$ cat config.mk
export PLATFORM = sky130hd
export DESIGN_NAME = ced_div
export DESIGN_NICKNAME = d
export VERILOG_FILES = /design/src/rtl/ced_div.sv
export SDC_FILE = /design/constraint.sdc
export NUM_CORES = 1
export LEC_CHECK = 0
export BUFFER_PORTS_ARGS = -buffer_cell sky130_fd_sc_hd__buf_4
export CAP_MARGIN = 10
export CORE_MARGIN = 2
export CORE_UTILIZATION = 40
export DETAILED_ROUTE_END_ITERATION = 16
export GPL_TIMING_DRIVEN = 0
export SLEW_MARGIN = 40
export SYNTH_ARGS = -nofsm -noshare
export SYNTH_HDL_FRONTEND = slang
export SYNTH_SLANG_ARGS = --single-unit
$ cat constraint.sdc
create_clock -name clk -period 3.05 [get_ports clk]
set_input_delay 0.61 -clock clk [delete_from_list [all_inputs] [get_ports clk]]
set_output_delay 0.61 -clock clk [all_outputs]
set_load 0.02 [all_outputs]
$ cat src/rtl/ced_div.sv
// restoring divider, one quotient bit per cycle, for recomputing row and column
// no package dependency
module ced_div #(
	parameter int unsigned NUM_BITS = 21,
	parameter int unsigned DEN_BITS = 11
) (
	input  logic                clk,
	input  logic                arst_n,
	input  logic                start,
	input  logic [NUM_BITS-1:0] numer,
	input  logic [DEN_BITS-1:0] denom,
	output logic                done,
	output logic [NUM_BITS-1:0] quot,
	output logic [DEN_BITS-1:0] remain
);

	localparam int unsigned CNT_BITS = $clog2(NUM_BITS + 1);

	logic [NUM_BITS-1:0] quo_q;
	logic [DEN_BITS-1:0] rem_q;
	logic [DEN_BITS-1:0] den_q;
	logic [CNT_BITS-1:0] cnt_q;
	logic                busy_q;
	logic                done_q;
	logic [DEN_BITS:0]   part;

	assign part = {rem_q, quo_q[NUM_BITS-1]};

	always_ff @(posedge clk or negedge arst_n) begin
		if (!arst_n) begin
			busy_q <= 1'b0;
			done_q <= 1'b0;
			cnt_q  <= '0;
		end else begin
			done_q <= 1'b0;
			if (start) begin
				busy_q <= 1'b1;
				cnt_q  <= CNT_BITS'(NUM_BITS);
			end else if (busy_q) begin
				cnt_q <= cnt_q - CNT_BITS'(1);
				if (cnt_q == CNT_BITS'(1)) begin
					busy_q <= 1'b0;
					done_q <= 1'b1;
				end
			end
		end
	end

	always_ff @(posedge clk) begin
		if (start) begin
			quo_q <= numer;
			rem_q <= '0;
			den_q <= denom;
		end else if (busy_q) begin
			if (part >= {1'b0, den_q}) begin
				rem_q <= DEN_BITS'(part - {1'b0, den_q});
				quo_q <= {quo_q[NUM_BITS-2:0], 1'b1};
			end else begin
				rem_q <= part[DEN_BITS-1:0];
				quo_q <= {quo_q[NUM_BITS-2:0], 1'b0};
			end
		end
	end

	assign done   = done_q;
	assign quot   = quo_q;
	assign remain = rem_q;

endmodule

Word-level counts from Yosys, hierarchy flattened

Cells that the tools add are included.

Flip-flop bits (word level): 50
Bits in latches: 0
RAM bits: 0
ROM bits: 0
Output and inout bits: 33
Word-level logic and storage cells: 23
Memories: 0

$add $sub $neg: 2
Multipliers: 0
Div/mod/pow operators: 0
Magnitude comparators: 1
Equality and inequality tests: 1
Shifts and indexed selects: 0
Mux-type cells: 12
Bitwise operators: 0
Reduce and logical (&&, ||, !) cells: 1

Operators by type and width:

| cell                  | number |
|---|---|
| $mux W21              | 2 |
| $ge A12 B11 Y1        | 1 |
| $mux W11              | 1 |
| $sub A11 B11 Y11      | 1 |
| $mux W5               | 2 |
| $mux W1               | 7 |
| $eq A5 B1 Y1 const B  | 1 |
| $sub A5 B1 Y5 const B | 1 |
| $reduce_bool A2 Y1    | 1 |

Depth between registers and ports, before layout

Depth after elaboration: 4
Depth in mapped cells: 10
Gate-level depth less buffers: 9

Least setup slack after synthesis

OpenSTA, ideal clock, no wires.

Kind: register to register
Start point: register quo_q[20], in the netlist quot[20]
End point: register rem_q[0], in the netlist remain[0]
Setup time: 0.079 ns
Arrival: 2.279 ns
Slack: 0.692 ns
Stages on the path, launching flop included: 10
Path buffers: 0
Clock period less this slack: 2.358 ns
Path through: edfxtp_1 inv_1 ha_1 fa_1 nor2b_4 o31a_1 o21ai_4 o21ai_4 mux2_4 a211oi_2

Word-level cells in the longest chain between the ends: 2

RTL lines:

| item                                                      | line   | text |
|---|---|---|
| from (decl)                                               | 19     | `logic [NUM_BITS-1:0] quo_q;` |
| from (signal assigned)                                    | 51     | `quo_q <= numer;` |
| from (signal assigned)                                    | 57     | `quo_q <= {quo_q[NUM_BITS-2:0], 1'b1};` |
| from (signal assigned)                                    | 60     | `quo_q <= {quo_q[NUM_BITS-2:0], 1'b0};` |
| $sub A11 B11 Y11 / $ge A12 B11 Y1 (equally long branches) | 56, 55 |  |
| $mux W11 *                                                | 55     | `if (part >= {1'b0, den_q}) begin` |
| to (signal assigned)                                      | 56     | `rem_q <= DEN_BITS'(part - {1'b0, den_q});` |
| to (signal assigned)                                      | 59     | `rem_q <= part[DEN_BITS-1:0];` |
| to (decl)                                                 | 20     | `logic [DEN_BITS-1:0] rem_q;` |

Every way passes the cells marked *; elsewhere a longest branch is shown, timed or not.
A chain may end at the register's enable or synchronous reset.

Worst setup path in the final report

Start point: register quo_q[20], in the netlist quot[20]
End point: register rem_q[8], in the netlist remain[8]

The elaborated chain is that of the path after synthesis.

==> reports/summary.txt <==
Total GRT Usage = 15.6%
compound-cell area share of the yosys netlist = 10.6%
Mean Syn Cell Area = 12.0 µm²
Root Buffer Master = clkbuf_8
Peak VDD IR = 0.405 mV
main combinational cell family by area after synthesis = simple AND/OR/NAND/NOR gates
Post-synth EDFFs = 32
fin. max-slew vios = 0
core area = 6420 µm²
area share of fa/ha/maj cells after synthesis = 6.81%
leading register cell type out of synthesis = edfxtp_1
Mapped Area = 2680 µm²
CTS tree = done
fin nets = 347
Die X = 85.9 µm
setup ws final = 0.570 ns
initial antenna violation count = 0
CP Launch Type = flip-flop
Cells after Synth = 224
Post-CTS Setup Inserts = 0
area grow syn2layout = 26.4%
Tightest Pin Transition = 0.594 ns
synthesized net count = 273
pre-CTS setup slack = 0.588 ns
Post-synth ARST share = 14.0%
status = finished clean
worst-skew pair later-pin latency = 0.30 ns
first-pass iteration count of the detailed router = 4
post-CTS sizing = 0
first-pass GRT wire length = 8960 µm
final global-route overflow total = 0
largest net degree at the start of global routing = 22
hold_buf cts = 0
Final Cycle Share = 81.3%
Buffers on Ports = 67
Initial Util = 41.8%
1st-iter DRT viols = 104
synthesis-stage register bit count = 50
Worst Skew = 0.00753 ns
final antenna-violating net count = 0
die height = 85.9 µm
Max-cap violations = 0
sequential area share after synthesis = 50.5%
routed len/inst = 15.0 µm
Fin. Hold Viols = 0
Sum Neg Setup Slack = 0 ns
DRC = 0
I/O pins = 68
synth warn = 0
commonest non-fill, non-tap cell in the layout = buf_4
FMAX = 403 MHz
CP Class = flip-flop to flip-flop
share of layout cells above drive strength 1 = 34.1%
# setup viols final = 0
pwr dens = 779 nW/µm²
RSZ-0062 raised after global routing = no
most frequent cells in the layout = 68 x buf_4, 32 x edfxtp_1, 19 x nor2_1, 15 x inv_1, 15 x mux2_2
DR vias/cell = 5.13
Clock transition at path regs = 0.10 ns
cell leakage power = 1.45 nW
Hold WC Path Type = primary input to asynchronous set/reset pin
WP data required = 3.22 ns
clock buffer count from CTS = 5
clk sink count = 50
final wirelength = 5650 µm
fraction of synthesized area in multiplexers = 12.0%
Netlist cell types = 51
HPWL after DPL = 4190 µm
vias in the first global route = 1857
routability cong. = 0.747
Max clock buf depth = 2
Vias = 1927
Crit Path Max Fanout = 10
Simple-Gate Fraction of Synth Area = 13.1%
H-Tree Depth = 2
Die ar. = 7380 µm²
xor and xnor area share after synthesis = 2.94%
slew margin rel. = 60.4%
Rows = 29
Critical Path AT = 2.65 ns
clock period minus worst slack = 2.48 ns
Setup crit end kind = flip-flop
antenna diode count = 0
-- stage by stage --
stage | hold slack [ns] | cells | utilization, % | power [mW] | area (µm²)
floorplan | 0.314 | 224 | - | 1.84 | 2680
global placement | 0.429 | 368 | 51.1 | 2.18 | 3280
detailed placement | 0.433 | 368 | 51.1 | 2.19 | 3280
CTS | 0.0948 | 376 | 52.8 | 2.67 | 3390
global route | 0.0836 | 376 | 52.8 | 2.82 | 3390
finish | 0.0968 | 376 | 52.8 | 2.64 | 3390
-- registers in the layout, indices dropped and copies added (netlist names) --
signal	flops
den_q	11
quot	21
busy_q	1
cnt_q	5
done	1
remain	11
-- area by class of cell --
| type | instances | area [µm²] |
|---|---|---|
| fill | 611 | 3030 |
| inverter | 15 | 56.3 |
| buffer | 11 | 53.8 |
| multi-input combinational | 148 | 1220 |
| timing repair buffer | 67 | 503 |
| sequential | 50 | 1360 |
| tap | 77 | 96.3 |
| clock inverter | 2 | 37.5 |
| clock buffer | 6 | 72.6 |
-- worst max-delay path, cell delays in order, from the launching register on --
cell and delay [ns]:
edfxtp_1 0.37, inv_1 0.07, ha_1 0.23, fa_1 0.45, nor2b_4 0.15, o31a_1 0.22
o21ai_4 0.12, o21ai_4 0.22, buf_6 0.19, mux2i_1 0.23, a211oi_1 0.09
-- cells by family after synthesis --
logic type | Yosys count
mux | 29
xor+xnor | 9
buf+inv | 26
flops | 50
fa+ha+maj | 14
simple gates | 57
compound gates | 39
-- layer usage --
| metal | wire length (µm) | GRT usage [%] |
|---|---|---|
| met1 | 2550 | 20.5 |
| met2 | 2720 | 26.3 |
| met3 | 327 | 3.46 |
| met4 | 52 | 3.46 |
| met5 | 0 | 0 |
-- final timing paths --
path                                 from         to  slack, ns  cells past startpoint
worst max-delay path             quot[20]  remain[8]       0.57                     10
worst min-delay path               arst_n   cnt_q[4]        0.1                      1
worst max register to register   quot[20]  remain[8]       0.57                     10
worst min register to register  remain[3]  remain[3]       0.52                      2
max in group asynchronous          arst_n   cnt_q[0]       2.82                      1
min in group clk                 denom[9]   den_q[9]       0.47                      1
-- Yosys cell counts (7+ instances only) --
cell type | instances | area, µm²
nand2b_1 | 7 | 43.8
nor2_1 | 19 | 71.3
dfxtp_1 | 11 | 220
nand2_1 | 8 | 30.0
dfrtp_1 | 7 | 175
a211oi_1 | 8 | 60.1
xnor2_1 | 8 | 70.1
mux2i_1 | 7 | 70.1
mux2_2 | 15 | 169
inv_1 | 15 | 56.3
edfxtp_1 | 32 | 961
ha_1 | 13 | 163
-- power breakdown --
group          switching [mW]  leakage (nW)  total [mW]  internal (mW)
registers               0.108         0.501       0.957          0.849
clock network           0.229        0.0514       0.474          0.245
logic                   0.633         0.894        1.21          0.580
Note: power is estimated with default switching activity, not from simulation.
