<file path="src/rtl/ced_pkg.sv">
// shared types, constants and small datapath functions of the canny edge front end
// no dependencies; ced_isqrt and the front end import this package
package ced_pkg;

	localparam int unsigned MAX_WIDTH_DEF  = 1024;
	localparam int unsigned MAX_HEIGHT_DEF = 1024;
	localparam int unsigned MIN_SIZE       = 3;

	localparam int unsigned CFG_BITS  = 11;
	localparam int unsigned PIX_BITS  = 8;
	localparam int unsigned MAG_BITS  = 11;
	localparam int unsigned GRAD_BITS = 13;
	localparam int unsigned SQ_BITS   = 22;

	// tan(22.5 deg) as 106/256
	localparam int unsigned TAN_NUM   = 106;
	localparam int unsigned TAN_SHIFT = 8;

	localparam int unsigned RESET_WIDTH  = 640;
	localparam int unsigned RESET_HEIGHT = 480;
	localparam int unsigned RESET_LOW    = 50;
	localparam int unsigned RESET_HIGH   = 100;

	typedef enum logic [1:0] {
		REG_FRAME_WIDTH    = 2'd0,
		REG_FRAME_HEIGHT   = 2'd1,
		REG_LOW_THRESHOLD  = 2'd2,
		REG_HIGH_THRESHOLD = 2'd3
	} cfg_reg_t;

	typedef enum logic [1:0] {
		SEC_HORZ     = 2'd0,
		SEC_DIAG_POS = 2'd1,
		SEC_VERT     = 2'd2,
		SEC_DIAG_NEG = 2'd3
	} sector_t;

	typedef enum logic [1:0] {
		CLS_NONE   = 2'd0,
		CLS_WEAK   = 2'd1,
		CLS_STRONG = 2'd2
	} edge_cls_t;

	typedef enum logic [3:0] {
		ST_IDLE,
		ST_PREP,
		ST_DIV,
		ST_DER,
		ST_DECIDE,
		ST_RAW,
		ST_SMOOTH,
		ST_GRAD,
		ST_SQS,
		ST_SQRT,
		ST_GWIN,
		ST_OUT
	} ced_state_t;

	typedef struct packed {
		logic [PIX_BITS-1:0] pixel;
		logic                flush;
	} pix_item_t;

	typedef struct packed {
		logic [1:0]          edge_class;
		logic [MAG_BITS-1:0] suppressed_magnitude;
		logic                last_of_frame;
	} res_item_t;

	typedef logic [8:0][PIX_BITS-1:0]  pix_win_t;
	typedef logic [8:0][GRAD_BITS-1:0] grad_win_t;

	function automatic logic [PIX_BITS-1:0] blur3x3(input pix_win_t s);
		logic [11:0] corner;
		logic [11:0] side;
		logic [11:0] sum;
		corner = 12'(s[0]) + 12'(s[2]) + 12'(s[6]) + 12'(s[8]);
		side   = 12'(s[1]) + 12'(s[3]) + 12'(s[5]) + 12'(s[7]);
		sum    = corner + (side << 1) + (12'(s[4]) << 2);
		return sum[11:4];
	endfunction

	// shift a window one column left; new right column from two line reads and the new value
	function automatic pix_win_t shift_pix(input pix_win_t s, input logic [PIX_BITS-1:0] top,
			input logic [PIX_BITS-1:0] mid, input logic [PIX_BITS-1:0] bot);
		pix_win_t r;
		r    = s;
		r[0] = s[1];
		r[1] = s[2];
		r[3] = s[4];
		r[4] = s[5];
		r[6] = s[7];
		r[7] = s[8];
		r[2] = top;
		r[5] = mid;
		r[8] = bot;
		return r;
	endfunction

	function automatic grad_win_t shift_grad(input grad_win_t s, input logic [GRAD_BITS-1:0] top,
			input logic [GRAD_BITS-1:0] mid, input logic [GRAD_BITS-1:0] bot);
		grad_win_t r;
		r    = s;
		r[0] = s[1];
		r[1] = s[2];
		r[3] = s[4];
		r[4] = s[5];
		r[6] = s[7];
		r[7] = s[8];
		r[2] = top;
		r[5] = mid;
		r[8] = bot;
		return r;
	endfunction

endpackage

</file>
<file path="src/rtl/ced_isqrt.sv">
// floor integer square root, one result bit per cycle
// depends on ced_pkg for the operand width default
module ced_isqrt #(
	parameter int unsigned OP_BITS = ced_pkg::SQ_BITS
) (
	input  logic                   clk,
	input  logic                   arst_n,
	input  logic                   start,
	input  logic [OP_BITS-1:0]     operand,
	output logic                   done,
	output logic [OP_BITS/2-1:0]   root
);
	import ced_pkg::*;

	localparam int unsigned RT_BITS  = OP_BITS / 2;
	localparam int unsigned REM_BITS = RT_BITS + 3;
	localparam int unsigned CNT_BITS = $clog2(RT_BITS + 1);

	logic [OP_BITS-1:0]  op_q;
	logic [REM_BITS-1:0] rem_q;
	logic [RT_BITS-1:0]  root_q;
	logic [CNT_BITS-1:0] cnt_q;
	logic                busy_q;
	logic                done_q;

	logic [REM_BITS-1:0] rem_in;
	logic [REM_BITS-1:0] trial;

	always_comb begin
		rem_in = {rem_q[REM_BITS-3:0], op_q[OP_BITS-1 -: 2]};
		trial  = REM_BITS'({root_q, 2'b01});
	end

	always_ff @(posedge clk or negedge arst_n) begin
		if (!arst_n) begin
			busy_q <= 1'b0;
			done_q <= 1'b0;
			cnt_q  <= '0;
		end else begin
			done_q <= 1'b0;
			if (start) begin
				busy_q <= 1'b1;
				cnt_q  <= CNT_BITS'(RT_BITS);
			end else if (busy_q) begin
				cnt_q <= cnt_q - CNT_BITS'(1);
				if (cnt_q == CNT_BITS'(1)) begin
					busy_q <= 1'b0;
					done_q <= 1'b1;
				end
			end
		end
	end

	always_ff @(posedge clk) begin
		if (start) begin
			op_q   <= operand;
			rem_q  <= '0;
			root_q <= '0;
		end else if (busy_q) begin
			op_q <= op_q << 2;
			if (rem_in >= trial) begin
				rem_q  <= rem_in - trial;
				root_q <= {root_q[RT_BITS-2:0], 1'b1};
			end else begin
				rem_q  <= rem_in;
				root_q <= {root_q[RT_BITS-2:0], 1'b0};
			end
		end
	end

	assign done = done_q;
	assign root = root_q;

endmodule

</file>
<file path="config.mk">
export PLATFORM = sky130hd
export DESIGN_NAME = ced_isqrt
export DESIGN_NICKNAME = d
export VERILOG_FILES = /design/src/rtl/ced_pkg.sv /design/src/rtl/ced_isqrt.sv
export SDC_FILE = /design/constraint.sdc
export NUM_CORES = 1
export LEC_CHECK = 0
export BUFFER_PORTS_ARGS = -buffer_cell sky130_fd_sc_hd__buf_2
export CAP_MARGIN = 40
export CORE_MARGIN = 2
export CORE_UTILIZATION = 45
export DETAILED_ROUTE_END_ITERATION = 8
export GPL_TIMING_DRIVEN = 0
export SLEW_MARGIN = 25
export SYNTH_ARGS = -nofsm -noshare
export SYNTH_HDL_FRONTEND = slang
export SYNTH_SLANG_ARGS = --single-unit
</file>
<file path="constraint.sdc">
create_clock -name clk -period 2.4 [get_ports clk]
set_input_delay 0.24 -clock clk [delete_from_list [all_inputs] [get_ports clk]]
set_output_delay 0.24 -clock clk [all_outputs]
set_load 0.05 [all_outputs]
</file>
* Word level (Yosys, flattened, before mapping)
Cells that the tools add are included.
Cells by class: $add $sub $neg 2, eq/ne operators 1, mux-type cells 12, $lt $le $gt $ge 1, reduce and logical (&&, ||, !) cells 1
Operators with widths (number):
- $mux 22 | 2
- $ge 14x13->1 | 1
- $mux 12 | 1
- $sub 12x12->12 | 1
- $mux 4 | 2
- $mux 1 | 7
- $eq 4x1->1 const B | 1
- $sub 4x1->4 const B | 1
- $reduce_bool 2->1 | 1
Storage, ports and cells: bits in registers 51, logic and storage cells 23, input port bits 25

* Logic depth before layout (Yosys ltp)
depth in word-level cells 4, mapped depth 9

* Worst setup path before layout
No wires, ideal clock.
path type reg-to-reg, from register root_q[5], in the netlist root[5], to register rem_q[5], arrival 2357 ps, buffers on the path 1, path slack -81 ps, library setup time 124 ps, stages on the path, launching flop included 9, path through dfxtp_1 -> inv_1 -> ha_1 -> a211o_1 -> a21oi_1 -> o21ai_0 -> or2_4 -> buf_12 -> o311a_2
Between the ends: cells in the longest elaborated chain, start to end 2
RTL lines:
- start: declaration | line ced_isqrt.sv:21 | logic [RT_BITS-1:0] root_q;
- start signal: assignment | line ced_isqrt.sv:63 | root_q <= {root_q[RT_BITS-2:0], 1'b1};
- start signal: assignment | line ced_isqrt.sv:66 | root_q <= {root_q[RT_BITS-2:0], 1'b0};
- $ge 14x13->1 | line ced_isqrt.sv:61 | if (rem_in >= trial) begin
- $mux 12 | line ced_isqrt.sv:61
- end signal: assignment | line ced_isqrt.sv:62 | rem_q <= rem_in - trial;
- end signal: assignment | line ced_isqrt.sv:65 | rem_q <= rem_in;
- end: declaration | line ced_isqrt.sv:20 | logic [REM_BITS-1:0] rem_q;
Every way passes these cells. A chain may end at the register's enable or synchronous reset.

* Final worst setup path
from register root_q[0], in the netlist root[0], to register rem_q[3]
Between the ends: cells in the longest elaborated chain, start to end 2, elaborated cells on any way between the ends 3
RTL lines (line):
- $sub 12x12->12 / $ge 14x13->1 (equally long branches) | ced_isqrt.sv:62, ced_isqrt.sv:61
- $mux 12 * | ced_isqrt.sv:61
Every way passes the cells marked *; elsewhere a longest branch is shown, timed or not.

==> impl_metrics.py <==
metrics = {
    "run_status": {
        "status": "completed",
    },
    "synth": {
        "synth_seq_cells": 51,
        "ys.flop_type": "dfxtp_1",
        "synth_edf_count": 22,
        "yosysWarnings": 0,
        "synth_cell_types": 48,
        "ys_async_sr_fraction": 0.118,
        "ys_top_cells_by_area": "edfxtp_1 (24%), dfxtp_1 (17%), mux2_2 (8.2%)",
        "netlist.area_leader.share": 0.242,
        "syn-instance-count": 256,
        "yosys.cell_count.top_type": "nor2_1",
        "seq_area_frac_synth": 0.465,
        "synth_area_mm2": 0.00273,
        "synth_common_cells": "nor2_1 (24), dfxtp_1 (23), edfxtp_1 (22), mux2_2 (20), inv_1 (18)",
        "synth.net_count": 296,
        "cell_type_contributing_the_most_total_cell_area_after_synthesis": "edfxtp_1",
        "avgSynthCellArea_um2": 10.7,
    },
    "clock_tree": {
        "cts_inserted_buffers": 5,
        "clock_tree.htree_level_count": 2,
        "cts_sinks": 51,
        "cts.reportedPaths.clkPinSlew_ns": 0.10,
        "cts-root-buf": "clkbuf_8",
        "clk_latency_ns": 0.31,
        "cts.path.max_buffers": 2,
        "clock_tree_from_tritoncts": "built",
    },
    "pwr": {
        "combinationalPowerShare": 0.502,
        "clockPowerShare": 0.153,
        "static_leakage_nw": 1.40,
        "internal_power_mw": 2.06,
        "finalPower_mw": 3.32,
        "power-per-cell-area_mw_per_mm2": 1060,
        "power.net_switching_mw": 1.26,
        "power.share.sequential": 0.345,
        "power.switching_fraction": 0.380,
        "irDropWorstVdd_mv": 0.526,
    },
    "timing": {
        "final_hold_viol_count": 0,
        "period_utilization_post_route": 0.929,
        "layout_setup_ws_ns": 0.171,
        "finalSetupTns_ns": 0,
        "relSlewSlack": 0.553,
        "setup_repair_after_global_routing_missed_its_margin": "no",
        "worst_pin_slew_ns": 0.671,
        "finalSetupViolCount": 0,
        "fin_worst_hold_slack_ns": 0.204,
        "finalCriticalPeriod_ns": 2.23,
        "final.setup_skew_ns": 0.0104,
        "report.final.slew_viol_count": 0,
        "fmax_mhz": 449,
    },
    "global_routing": {
        "grt_pass1_vias": 1942,
        "grt_antenna_before_repair": 0,
        "grt_usage": 0.183,
        "grt_max_degree": 17,
        "grt_pass1_wl_um": 9370,
        "gr-total-overflow": 0,
    },
    "placement": {
        "port_buffers": 35,
        "placement.cell_area_mm2": 0.00302,
        "dp_slack_ns": 0.166,
        "dp_cells": 367,
        "gpl_congestion": 0.852,
        "detailed_placement_hpwl_um": 4170,
    },
    "critical_path": {
        "beginning_of_the_worst_register_to_register_path": "root[0]",
        "slowest_stage": "dfxtp_2",
        "setup.worst_path.end": "rem_q[3]",
        "crit-reg2reg-capture": "rem_q[3]",
        "crit_fanout": 10,
        "cp_cell_sequence": "inv_1 -> ha_1 -> nor2b_1 -> o31ai_2 -> a211oi_2 -> or2_4 -> buf_12 -> mux2i_1 -> a211oi_1",
        "crit_path_start": "root[0]",
        "worstSetupStartpointType": "register",
        "critical_path_required_ns": 2.62,
        "arrival_ns": 2.45,
        "ff2ff_setup_slack_ns": 0.17,
        "r2r_cells": 9,
        "critPathKind": "reg -> reg",
        "setup.worst_path.end_class": "register",
        "cpPeakStageDelay_ns": 0.36,
    },
    "floorplanning": {
        "placement_rows": 28,
        "die_area_mm2": 0.00671,
        "fp.dieH_um": 81.9,
        "ioPinCount": 37,
        "core-area_mm2": 0.00589,
        "start_util": 0.464,
        "floorplan_die_width_um": 81.9,
    },
    "routing": {
        "detailedRoute.firstPassIterationCount": 4,
        "detail-route-antenna-nets": 0,
        "drt_iter0_markers": 54,
        "remaining_design_rule_violation_count": 0,
        "vias_per_cell": 5.28,
        "overall_via_count_from_detail_route": 1986,
        "postRouteWirelength_um": 5650,
        "detail_route.wl_per_cell_um": 15.0,
    },
    "flow_run": {
        "max_cap_violations": 0,
    },
    "final_layout": {
        "instances_no_fill": 376,
        "share_of_post_route_cells_with_drive_strength_above_1": 0.262,
        "n_antenna_cell": 0,
        "stdcell_area_mm2": 0.00314,
        "layout.nets": 340,
        "final_core_utilization": 0.533,
        "area.growth.synth_to_final_pct": 14.9,
    },
    "worst_hold_path": {
        "timing.hold.worst.class": "in -> reg",
    },
}
==> worst max-delay path: cells and delay by family, from the launching register on <==
family	cells	cell delay, ns
compound gates	3	0.65
fa+ha+maj	1	0.34
buf+inv	2	0.20
flops	1	0.36
mux	1	0.11
simple gates	2	0.47
==> timing repair <==
action,in CTS,in global routing
hold buffers,1,0
gates resized for setup,0,6
hold endpoints to repair,6,0
buffers inserted,0,0
setup endpoints to repair,0,7
==> flip-flops by register name (all words and copies together), names as in the netlist <==
register and flops:
busy_q 1, done 1, root 11, cnt_q 4, rem_q 12, op_q 22
==> metal layers <==
| metal | wire length [µm] | global-route usage | share of wire | vias to the layer above |
|---|---|---|---|---|
| li1 | - | - | - | 1009 |
| met1 | 2730 | 0.256 | 0.48 | 938 |
| met2 | 2640 | 0.291 | 0.47 | 33 |
| met3 | 213 | 0.0352 | 0.038 | 6 |
| met4 | 67 | 0.0500 | 0.012 | 0 |
| met5 | 0 | 0 | 0 | - |
==> power groups by stage <==
| stage | clock (mW) | combinational (mW) | sequential, mW |
|---|---|---|---|
| final | 0.509 | 1.67 | 1.15 |
| after global routing | 0.551 | 1.85 | 1.16 |
| after CTS | 0.513 | 1.61 | 1.15 |
| after detailed placement | 0 | 1.60 | 1.17 |
| after global placement | 0 | 1.60 | 1.16 |
| after floorplan | 0 | 1.27 | 1.19 |
==> kinds of logic (layout without fill, tap and decap cells) <==
logic type      count (synthesis)  count (layout)  synth area share
fa+ha+maj                      15              15            0.0687
buf+inv                        30              75            0.0472
compound gates                 43              43             0.119
flops                          51              51             0.465
xor+xnor                       12              12            0.0385
mux                            35              35             0.139
simple gates                   70              70             0.122
==> worst min-delay path by stage <==
stage | to | startpoint | cells after the start | slack, ns
after detailed placement | busy_q | arst_n | 1 | 0.07
after CTS | op_q[0] | operand[0] | 2 | 0.20
after global routing | op_q[0] | operand[0] | 2 | 0.21
after global placement | busy_q | arst_n | 1 | 0.07
after floorplan | busy_q | arst_n | 0 | -0.06
final | op_q[0] | operand[0] | 2 | 0.20
==> placed cells by master (no fill, tap or decap), drive strengths merged, types with 5 or more instances in the layout <==
cell type	instances
o31ai	5
a21oi	5
buf	39
edfxtp	22
ha	15
a211oi	7
nand3	5
o21ai	6
xnor2	9
mux2	21
nand2	17
nor2	25
inv	18
dfrtp	6
mux2i	14
and3	5
clkbuf	14
dfxtp	23
==> area by class of cell <==
cell class | instances | area [µm²]
clock buffers | 5 | 68.8
flip-flops and latches | 51 | 1270
fillers | 566 | 2750
well taps | 75 | 93.8
repair buffers | 37 | 200
clock inverters | 3 | 20.0
multi-input cells | 175 | 1350
inverters | 18 | 67.6
plain buffers | 12 | 61.3
Power figures use the tool's default switching activity.
